**config.mk**
```make
export PLATFORM = sky130hd
export DESIGN_NAME = fasr_queue
export DESIGN_NICKNAME = d
export VERILOG_FILES = /design/src/rtl/fasr_pkg.sv /design/src/rtl/fasr_queue.sv
export SDC_FILE = /design/constraint.sdc
export NUM_CORES = 1
export LEC_CHECK = 0
export BUFFER_PORTS_ARGS = -buffer_cell sky130_fd_sc_hd__buf_2
export CORE_AREA = 10 10 172 174
export DETAILED_ROUTE_END_ITERATION = 10
export DIE_AREA = 0 0 182 184
export PLACE_DENSITY = 0.6
export SKIP_LAST_GASP = 1
export SLEW_MARGIN = 20
export SYNTH_ARGS = -nofsm -noshare
export SYNTH_HDL_FRONTEND = slang
export SYNTH_SLANG_ARGS = --single-unit
```
**constraint.sdc**
```tcl
create_clock -name clk -period 9.75 [get_ports clk]
set_input_delay 1.95 -clock clk [delete_from_list [all_inputs] [get_ports clk]]
set_output_delay 1.95 -clock clk [all_outputs]
set_load 0.01 [all_outputs]
```
**src/rtl/fasr_pkg.sv**
```systemverilog
// Package for the fraction add/subtract/reduce block: payload types and constants.
// Used by every module under rtl; depends on nothing.
`default_nettype none
package fasr_pkg;
  localparam int OperandWidth = 32;
  localparam int QueueDepth = 2;

  typedef struct packed {
    logic        op;
    logic [31:0] a_num;
    logic [31:0] a_den;
    logic [31:0] b_num;
    logic [31:0] b_den;
  } in_item_t;

  typedef struct packed {
    logic [63:0] res_num;
    logic [63:0] res_den;
    logic        zero_gcd_error;
  } out_item_t;

  // Work handed from the front part to the back part.
  typedef struct packed {
    logic [63:0] x;
    logic [63:0] y;
  } work_t;

  typedef enum logic [2:0] {
    ST_IDLE, ST_GCD, ST_DIVX, ST_DIVY, ST_OUT
  } back_state_t;

  typedef enum logic [1:0] {
    FR_IDLE, FR_MUL, FR_SUM
  } front_state_t;
endpackage
`default_nettype wire

```
**src/rtl/fasr_queue.sv**
```systemverilog
// Short queue between front and back parts.
// Depends on fasr_pkg.
`default_nettype none
module fasr_queue #(
  parameter int DEPTH = fasr_pkg::QueueDepth
) (
  input  wire              clk,
  input  wire              rst,
  input  fasr_pkg::work_t  wr_data,
  input  wire              wr_valid,
  output logic             wr_ready,
  output fasr_pkg::work_t  rd_data,
  output logic             rd_valid,
  input  wire              rd_ready
);
  localparam int AW = (DEPTH > 1) ? $clog2(DEPTH) : 1;
  fasr_pkg::work_t   mem [DEPTH];
  logic [AW-1:0]     wp, rp;
  logic [AW:0]       count;
  logic              do_wr, do_rd;

  assign wr_ready = (count != (AW+1)'(DEPTH));
  assign rd_valid = (count != '0);
  assign rd_data  = mem[rp];
  assign do_wr    = wr_valid && wr_ready;
  assign do_rd    = rd_valid && rd_ready;

  always_ff @(posedge clk) begin
    if (rst) begin
      wp <= '0;
      rp <= '0;
      count <= '0;
    end else begin
      if (do_wr) wp <= (wp == AW'(DEPTH-1)) ? '0 : wp + 1'b1;
      if (do_rd) rp <= (rp == AW'(DEPTH-1)) ? '0 : rp + 1'b1;
      count <= count + (AW+1)'(do_wr) - (AW+1)'(do_rd);
    end
    if (do_wr) mem[wp] <= wr_data;
  end
endmodule
`default_nettype wire

```
==> results.cfg <==
[placement]
detailed_place_hpwl_um = 14400
place.gp.congestion = 0.728
port_buffers = 261

[drt]
wl_um = 20800
ant_nets = 0
wl_per_cell_um = 19.5
viasPerCell = 4.58
detailedRoute.firstIterationViolations = 265
drcViolationCount = 0
vias = 4873
detail_route.first_pass.iterations = 4

[grt]
grt_start_max_net_pins = 68
grt_pass1_wl_um = 31000
gr-total-overflow = 0
grtUsageTotal_pct = 11.7
antenna_found_initial = 5
grt_pass1_vias = 5422

[logic_synthesis]
ys_top_cells_by_area = edfxtp_1 (81%), mux2_2 (15%), buf_6 (1.2%), dfxtp_1 (1.1%), buf_4 (0.32%)
synthCells = 427
synth.distinct_cells = 23
ys_warn_count = 0
ys_seq_area_share_pct = 81.7
synth_top_cell_by_area = edfxtp_1
ys_ff_latch = 261
syn_nets = 560
synth.top_cell.area_share_pct = 80.7
synth_area_um2 = 9530
synth_area_per_cell_um2 = 22.3

[timing]
tightestPinTransition_ns = 0.917
finalCriticalPeriod_ns = 4.86
setup_viol = 0
clock.fmax_mhz = 206
slew_violations = 0
rsz0062_at_grt = false
slew_headroom_pct = 38.9
finalCritPeriodShare_pct = 49.8
fin_hold_ws_ns = 0.499
finalSetupTns_ns = 0
hold_viol = 0
fin_skew_ns = 0.0111

[die]
core_area_um2 = 25900
core.rowCount = 59
die_h_um = 184
dieArea_um2 = 33500
pin_count = 262
die_w_um = 182
start_util_pct = 36.8

[final_layout]
nFillCells = 2257
nNetsFinal = 840
regArea_um2 = 7790
drive_above_1_share_pct = 59.9
area_growth_syn_to_layout_pct = 26.2
multi_input_area_um2 = 1600

[clocking]
cts_hold_buf = 0
cts_buffers = 28
clkLatencyLatePin_ns = 0.53
clock_sinks = 261
ctsLongestPathBuffers = 3
cts-root-buf = clkbuf_16
cts_setup_buffers = 0
post_cts_resized = 0
h-tree-depth = 1
cts_tree = built
path_clk_slew_ns = 0.06

[pwr]
p_per_area_nw_per_um2 = 247
ir_drop_mv = 0.149
leakagePower_nw = 4.45

[setup_path]
end_kind = output pin
worstPathArrival_ns = 2.91
startpoint_type = flip-flop
cp_max_fo = 67
crit_required_ns = 7.80
critPathKind = reg2out
r2r-start = count[0]

[hold_path]
min_from = rp
worstHoldPathType = reg2reg

[run_status]
outcome = finished, final reports clean

[run]
maxCapViolations = 0
-- per-stage QoR --
step | cells | setup WS [ns] | utilization (%) | area [um^2] | total power, mW
finish | 1065 | 4.89 | 46.4 | 12000 | 2.97
global route | 1063 | 4.66 | 46.4 | 12000 | 3.11
CTS | 1063 | 4.76 | 46.4 | 12000 | 3.03
detailed placement | 1012 | 5.35 | 43.0 | 11100 | 2.02
global placement | 1012 | 5.40 | 43.0 | 11100 | 2.00
floorplan | 427 | 4.30 | - | 9530 | 1.80
-- routing by layer --
| layer | wire, um | track usage (%) |
|---|---|---|
| met1 | 8110 | 13.4 |
| met3 | 1910 | 4.94 |
| met4 | 523 | 3.19 |
| met2 | 10200 | 19.7 |
| met5 | 41 | 0 |
-- kinds of logic (layout without fill, tap and decap cells) --
logic type,after synthesis,in the layout,synth area share [%]
xor+xnor,1,1,0.0919
compound gates,7,7,0.538
buf+inv,15,316,1.54
simple gates,13,13,0.735
mux,129,129,15.2
flops,261,261,81.7
other cells,0,2,0
fa+ha+maj,1,1,0.131
-- synth_stat cells --
cell type / instances
nand3_1: 1
nor2_1: 5
xor2_1: 1
and3_1: 1
nand3b_1: 1
edfxtp_1: 256
a21bo_1: 1
buf_4: 4
dfxtp_1: 5
and2b_1: 1
buf_6: 10
mux2_2: 128
inv_1: 1
nor2b_1: 2
a211oi_1: 1
a21bo_2: 1
nand2b_1: 1
a32oi_1: 1
ha_1: 1
o21ai_0: 2
or2_2: 1
a21oi_1: 1
mux2_1: 1
-- registers in the layout, indices dropped and copies added, names as in the netlist, named ones only --
signal  cells
wp          1
mem       256
rp          1
count       2
-- worst max-delay path, stage by stage (launching register included) --
cell	delay (ns)
dfxtp_4	0.93
buf_4	0.76
mux2_2	0.42
buf_2	0.14
-- power breakdown --
group | internal [mW] | total (mW) | switching, mW
Sequential | 1.37 | 1.42 | 0.0567
Clock | 0.593 | 0.999 | 0.405
Combinational | 0.263 | 0.551 | 0.287
Total | 2.22 | 2.97 | 0.749
-- area by class of cell --
cell class	count	share of cell area [%]
Multi-Input combinational cell	151	13.3
Clock buffer	36	6.25
Timing Repair Buffer	264	11.0
Tap cell	335	3.49
Clock inverter	15	1.01
Sequential cell	261	64.8
Antenna cell	2	0.0416
Inverter	1	0.0728
-- final timing paths --
kind | endpoint | slack [ns] | depth (start not counted)
max reg2reg | mem[1][43] | 6.98 | 3
min reg2reg | flip-flop | 0.50 | 2
max | rd_data[2] | 4.89 | 3
min | flip-flop | 0.50 | 2
-- layout by cell type, fill, tap and decap left out, types with 2 or more instances in the layout --
master     synthesis  final
o21ai_0            2      2
clkinv_2           0      7
clkbuf_16          0     29
mux2_2           128    128
clkbuf_1           0      7
dfxtp_1            5      4
diode_2            0      2
nor2b_1            2      2
edfxtp_1         256    256
buf_2              0    261
bufinv_16          0      2
buf_4              4      3
clkinv_1           0      5
nor2_1             5      5
Power figures use the tool's default switching activity.
