**src/rtl/fasr_pkg.sv**
```systemverilog
// Package for the fraction add/subtract/reduce block: payload types and constants.
// Used by every module under rtl; depends on nothing.
`default_nettype none
package fasr_pkg;
  localparam int OperandWidth = 32;
  localparam int QueueDepth = 2;

  typedef struct packed {
    logic        op;
    logic [31:0] a_num;
    logic [31:0] a_den;
    logic [31:0] b_num;
    logic [31:0] b_den;
  } in_item_t;

  typedef struct packed {
    logic [63:0] res_num;
    logic [63:0] res_den;
    logic        zero_gcd_error;
  } out_item_t;

  // Work handed from the front part to the back part.
  typedef struct packed {
    logic [63:0] x;
    logic [63:0] y;
  } work_t;

  typedef enum logic [2:0] {
    ST_IDLE, ST_GCD, ST_DIVX, ST_DIVY, ST_OUT
  } back_state_t;

  typedef enum logic [1:0] {
    FR_IDLE, FR_MUL, FR_SUM
  } front_state_t;
endpackage
`default_nettype wire

```
**src/rtl/fasr_back.sv**
```systemverilog
// Back part: gcd by Euclid and, unless the gcd is zero, two divisions on one shared restoring divider.
// Depends on fasr_pkg.
`default_nettype none
module fasr_back (
  input  wire                 clk,
  input  wire                 rst,
  input  fasr_pkg::work_t     work,
  input  wire                 work_valid,
  output logic                work_ready,
  output fasr_pkg::out_item_t res,
  output logic                res_valid,
  input  wire                 res_ready
);
  fasr_pkg::back_state_t state, state_next;
  logic [63:0] x, y, p, q, g;
  // Shared divider: dividend shifts into remainder, one bit per cycle.
  logic [63:0] dvd, dvs, rem;
  logic [6:0]  cnt;
  logic        busy;
  logic [64:0] trial;
  logic        div_done;

  assign trial    = {rem, dvd[63]} - {1'b0, dvs};
  assign div_done = busy && (cnt == 7'd63);

  always_comb begin
    state_next = state;
    unique case (state)
      fasr_pkg::ST_IDLE: if (work_valid) state_next = fasr_pkg::ST_GCD;
      fasr_pkg::ST_GCD:
        if (!busy && p == '0) state_next = (q == '0) ? fasr_pkg::ST_OUT : fasr_pkg::ST_DIVX;
      fasr_pkg::ST_DIVX: if (div_done) state_next = fasr_pkg::ST_DIVY;
      fasr_pkg::ST_DIVY: if (div_done) state_next = fasr_pkg::ST_OUT;
      fasr_pkg::ST_OUT:  if (res_ready) state_next = fasr_pkg::ST_IDLE;
      default:           state_next = fasr_pkg::ST_IDLE;
    endcase
  end

  always_comb begin
    work_ready = (state == fasr_pkg::ST_IDLE);
    res_valid  = (state == fasr_pkg::ST_OUT);
  end

  function automatic logic [63:0] mag(input logic [63:0] v);
    return v[63] ? 64'(0) - v : v;
  endfunction

  always_ff @(posedge clk) begin
    if (rst) begin
      state <= fasr_pkg::ST_IDLE;
      busy  <= 1'b0;
    end else begin
      state <= state_next;
      if (busy) begin
        busy <= !div_done;
      end else if ((state == fasr_pkg::ST_GCD && p != '0) ||
                   (state == fasr_pkg::ST_DIVX) || (state == fasr_pkg::ST_DIVY)) begin
        busy <= 1'b1;
      end
    end

    if (state == fasr_pkg::ST_IDLE && work_valid) begin
      x <= work.x;
      y <= work.y;
      p <= mag(work.x);
      q <= mag(work.y);
    end

    if (!busy) begin
      cnt <= '0;
      rem <= '0;
      priority case (state)
        fasr_pkg::ST_GCD: begin dvd <= q; dvs <= p; end
        fasr_pkg::ST_DIVX: begin dvd <= mag(x); dvs <= g; end
        default: begin dvd <= mag(y); dvs <= g; end
      endcase
      if (state == fasr_pkg::ST_GCD && p == '0) begin
        g <= q;
        res.res_num <= '0;
        res.res_den <= '0;
        res.zero_gcd_error <= (q == '0);
      end
    end else begin
      cnt <= cnt + 7'd1;
      dvd <= {dvd[62:0], !trial[64]};
      rem <= trial[64] ? {rem[62:0], dvd[63]} : trial[63:0];
      if (div_done) begin
        priority case (state)
          fasr_pkg::ST_GCD: begin
            q <= p;
            p <= trial[64] ? {rem[62:0], dvd[63]} : trial[63:0];
          end
          fasr_pkg::ST_DIVX: res.res_num <= x[63] ? 64'(0) - {dvd[62:0], !trial[64]}
                                                  : {dvd[62:0], !trial[64]};
          default: res.res_den <= y[63] ? 64'(0) - {dvd[62:0], !trial[64]}
                                        : {dvd[62:0], !trial[64]};
        endcase
      end
    end
  end
endmodule
`default_nettype wire

```
**config.mk**
```make
export PLATFORM = sky130hd
export DESIGN_NAME = fasr_back
export DESIGN_NICKNAME = d
export VERILOG_FILES = /design/src/rtl/fasr_pkg.sv /design/src/rtl/fasr_back.sv
export SDC_FILE = /design/constraint.sdc
export NUM_CORES = 2
export LEC_CHECK = 0
export ABC_CLOCK_PERIOD_IN_PS = 6100
export BUFFER_PORTS_ARGS = -buffer_cell sky130_fd_sc_hd__buf_4
export CAP_MARGIN = 20
export CORE_MARGIN = 4
export CORE_UTILIZATION = 55
export CTS_BUF_LIST = sky130_fd_sc_hd__clkbuf_4
export DETAILED_ROUTE_END_ITERATION = 7
export PLACE_DENSITY = 0.77
export SKIP_LAST_GASP = 1
export SLEW_MARGIN = 10
export SYNTH_ARGS = -nofsm -noshare
export SYNTH_HDL_FRONTEND = slang
export SYNTH_SLANG_ARGS = --single-unit
```
**constraint.sdc**
```tcl
create_clock -name clk -period 6.1 [get_ports clk]
set_input_delay 0.61 -clock clk [delete_from_list [all_inputs] [get_ports clk]]
set_output_delay 0.61 -clock clk [all_outputs]
set_load 0.03 [all_outputs]
```
==> reports/qor.csv <==
metric,value,unit
dp_hpwl,82600,µm
synth_area_per_cell,9.27,µm²
synthFlopType,edfxtp_1,
start_util,0.555,
switching_power,0.00621,W
ant_nets,0,
clock_latency,1090,ps
leakagePower,16.4,nW
hold_viol,0,
cts_root_buf,clkbuf_4,
synth_seq_cells,652,
drive_above_1_share,0.151,
yosysUniqueCellTypes,80,
grt_pass1_vias,31042,
dr_wl_met2,55500,µm
drt_iter0_drc,3764,
synth_warnings,0,
top_layer_used,met4,
grt_pass1_wl,175000,µm
postSynth.asyncResetShare,0,
core_area,64300,µm²
hold_path.class,input pin to register,
drc,0,
dieHeight,263,µm
worst_ep_required_time,6850,ps
comb_power_share,0.306,
cts_tree,built,
routedWlPerCell,22.2,µm
die_area,69100,µm²
drv_slew,0,
r2r_slack,270,ps
grt_util_all_layers,0.321,
clk_path_buf_depth,3,
grt_start_max_net_pins,133,
endpoint_kind,register,
critPathKind,register to register,
r2r_start,dvs[5],
reg2reg_to,res[99],
fin_area,41900,µm²
synth_edf_count,385,
cp.arrival,6590,ps
maxSlewHeadroom,0.283,
place_ws,367,ps
final_common_cell,nand2_1,
clock_power_share,0.245,
syn_nets,4060,
htreeDepth,4,
fin_skew,96.9,ps
power_frac_seq,0.449,
tightestPinTransition,1070,ps
wl_met3,12100,µm
vias,32439,
vias_per_cell,6.21,
hold_path_end,x[63],
path_max_fanout,4,
antenna_found_initial,7,
io_pins,263,
grt.overflow.total,0,
synthCells,3857,
synth-seq-area-share,0.473,
rows,93,
clk_pin_slew,70,ps
final_cell_mix,"nand2_1, edfxtp_1, nor2_1",
powerDensity,382,nW/µm²
synthToLayoutAreaGrowth,17.3,%
r2r_cells,20,
fin_crit_sh,0.956,
final.setup.tns,0,ps
placed_area,38400,µm²
min_period,5830,ps
die_x,263,µm
syn_area,35700,µm²
cts_buffers,166,
drt_first_pass_iters,6,
peakVddDrop,271,µV
nNetsFinal,4429,
fmax,171,MHz
clock_sink_count,652,
gp_congestion,0.968,
utilization,0.652,
status,"complete, no violations",
min_path_cells,1,
cp-start-kind,register,
wl_met1,42900,µm
swShare,0.388,
worstHoldStart,work[127],
drv_cap,0,
port_buffers,262,
internal-power,0.00979,W
fin_ws,266,ps
routed_wirelength,116000,µm
setup_viol,0,
==> worst max-delay path: stages (launching register included) <==
cell      delay [ps]
edfxtp_1         320
inv_1             40
ha_1             340
a21o_1           200
or3_1            320
o211ai_1         240
a22o_1           280
o221ai_4         170
a2111o_1         440
o211a_1          150
inv_2            130
ha_1             210
nand2_1          110
or3_1            380
or4_1            470
or4_4            510
or3_4            360
nand3b_1         280
o31ai_2          320
xor2_1           170
nor2_1            50
==> how the worst max path moves through the flow <==
stage	from	endpoint	slack [ps]	cells past startpoint
after detailed placement	dvd[63]	res[99]	370	21
after floorplan	dvs[5]	res[35]	70	25
after CTS	dvd[63]	res[99]	270	21
after global routing	dvd[63]	res[99]	-10	21
final	dvs[5]	res[99]	270	20
after global placement	dvs[5]	res[99]	490	20
==> state kept, by name, summed over array words and instances (netlist names) <==
name   flops
cnt        7
y         64
busy       1
g         64
x         64
dvs       64
res      129
dvd       64
state      3
q         64
rem       64
p         64
==> kinds of logic after synthesis <==
kind of cell / after synthesis / synth area share
xor+xnor: 362 / 0.0887
mux: 101 / 0.0287
simple gates: 1351 / 0.176
flops: 652 / 0.473
compound gates: 976 / 0.172
fa+ha+maj: 71 / 0.0251
buf+inv: 344 / 0.0362
==> synth_stat cells (all sizes together) (10+ instances only) <==
| library cell | instances | area (µm²) |
|---|---|---|
| a211oi | 31 | 233 |
| a21boi | 18 | 135 |
| a21o | 40 | 300 |
| a21oi | 215 | 1080 |
| a221oi | 14 | 123 |
| a22oi | 18 | 140 |
| a2bb2oi | 10 | 87.6 |
| a31oi | 16 | 100 |
| and2 | 20 | 125 |
| and3 | 17 | 106 |
| buf | 31 | 118 |
| clkbuf | 198 | 743 |
| dfxtp | 267 | 5350 |
| edfxtp | 385 | 11600 |
| ha | 70 | 876 |
| inv | 115 | 432 |
| mux2 | 13 | 146 |
| mux2i | 88 | 881 |
| nand2 | 565 | 2120 |
| nand2b | 50 | 313 |
| nand3 | 40 | 200 |
| nand4 | 40 | 250 |
| nor2 | 321 | 1200 |
| nor2b | 18 | 113 |
| nor3 | 47 | 235 |
| nor4 | 54 | 344 |
| o211ai | 52 | 390 |
| o21a | 23 | 173 |
| o21ai | 316 | 1590 |
| o221ai | 22 | 199 |
| o22ai | 22 | 138 |
| o31ai | 96 | 734 |
| o41ai | 39 | 342 |
| or2 | 22 | 138 |
| or3 | 76 | 489 |
| or4 | 50 | 392 |
| xnor2 | 119 | 1040 |
| xor2 | 243 | 2130 |
==> per-layer routing <==
layer  global-route usage  vias up
li1                     -    14799
met4                0.150        0
met5                    0        -
met3               0.0812      363
met2                0.538     1839
met1                0.392    15438
==> stage by stage <==
step           hold WS, ps  total power, W  cells
2_1_floorplan          418          0.0102   3857
5_1_grt               40.6          0.0168   5223
4_1_cts               33.2          0.0159   5218
6_report              90.6          0.0160   5226
3_5_place_dp           443          0.0119   4783
3_3_place_gp           431          0.0118   4783
==> timing repair <==
item,CTS,global route
setup buffers,0,1
hold buffers,128,0
resized for setup,0,6
endpoints found under the hold margin,197,0
setup endpoints to repair,0,5
==> final cells by class <==
class                      instances  area, µm²
multi-input combinational       2861      17600
clock inverter                    51        318
fill                            5159      22400
clock buffer                     256       1920
tap                              855       1070
inverter                         115        444
antenna                            6       15.0
timing repair buffer             430       3610
sequential                       652      16900
==> power by group through the flow <==
stage          Clock [W]  Combinational (W)  Sequential, W
4_1_cts          0.00397            0.00481        0.00710
5_1_grt          0.00423            0.00536        0.00724
6_report         0.00393            0.00490        0.00718
3_3_place_gp           0            0.00460        0.00717
2_1_floorplan          0            0.00357        0.00663
3_5_place_dp           0            0.00471        0.00718
Power figures use the tool's default switching activity.
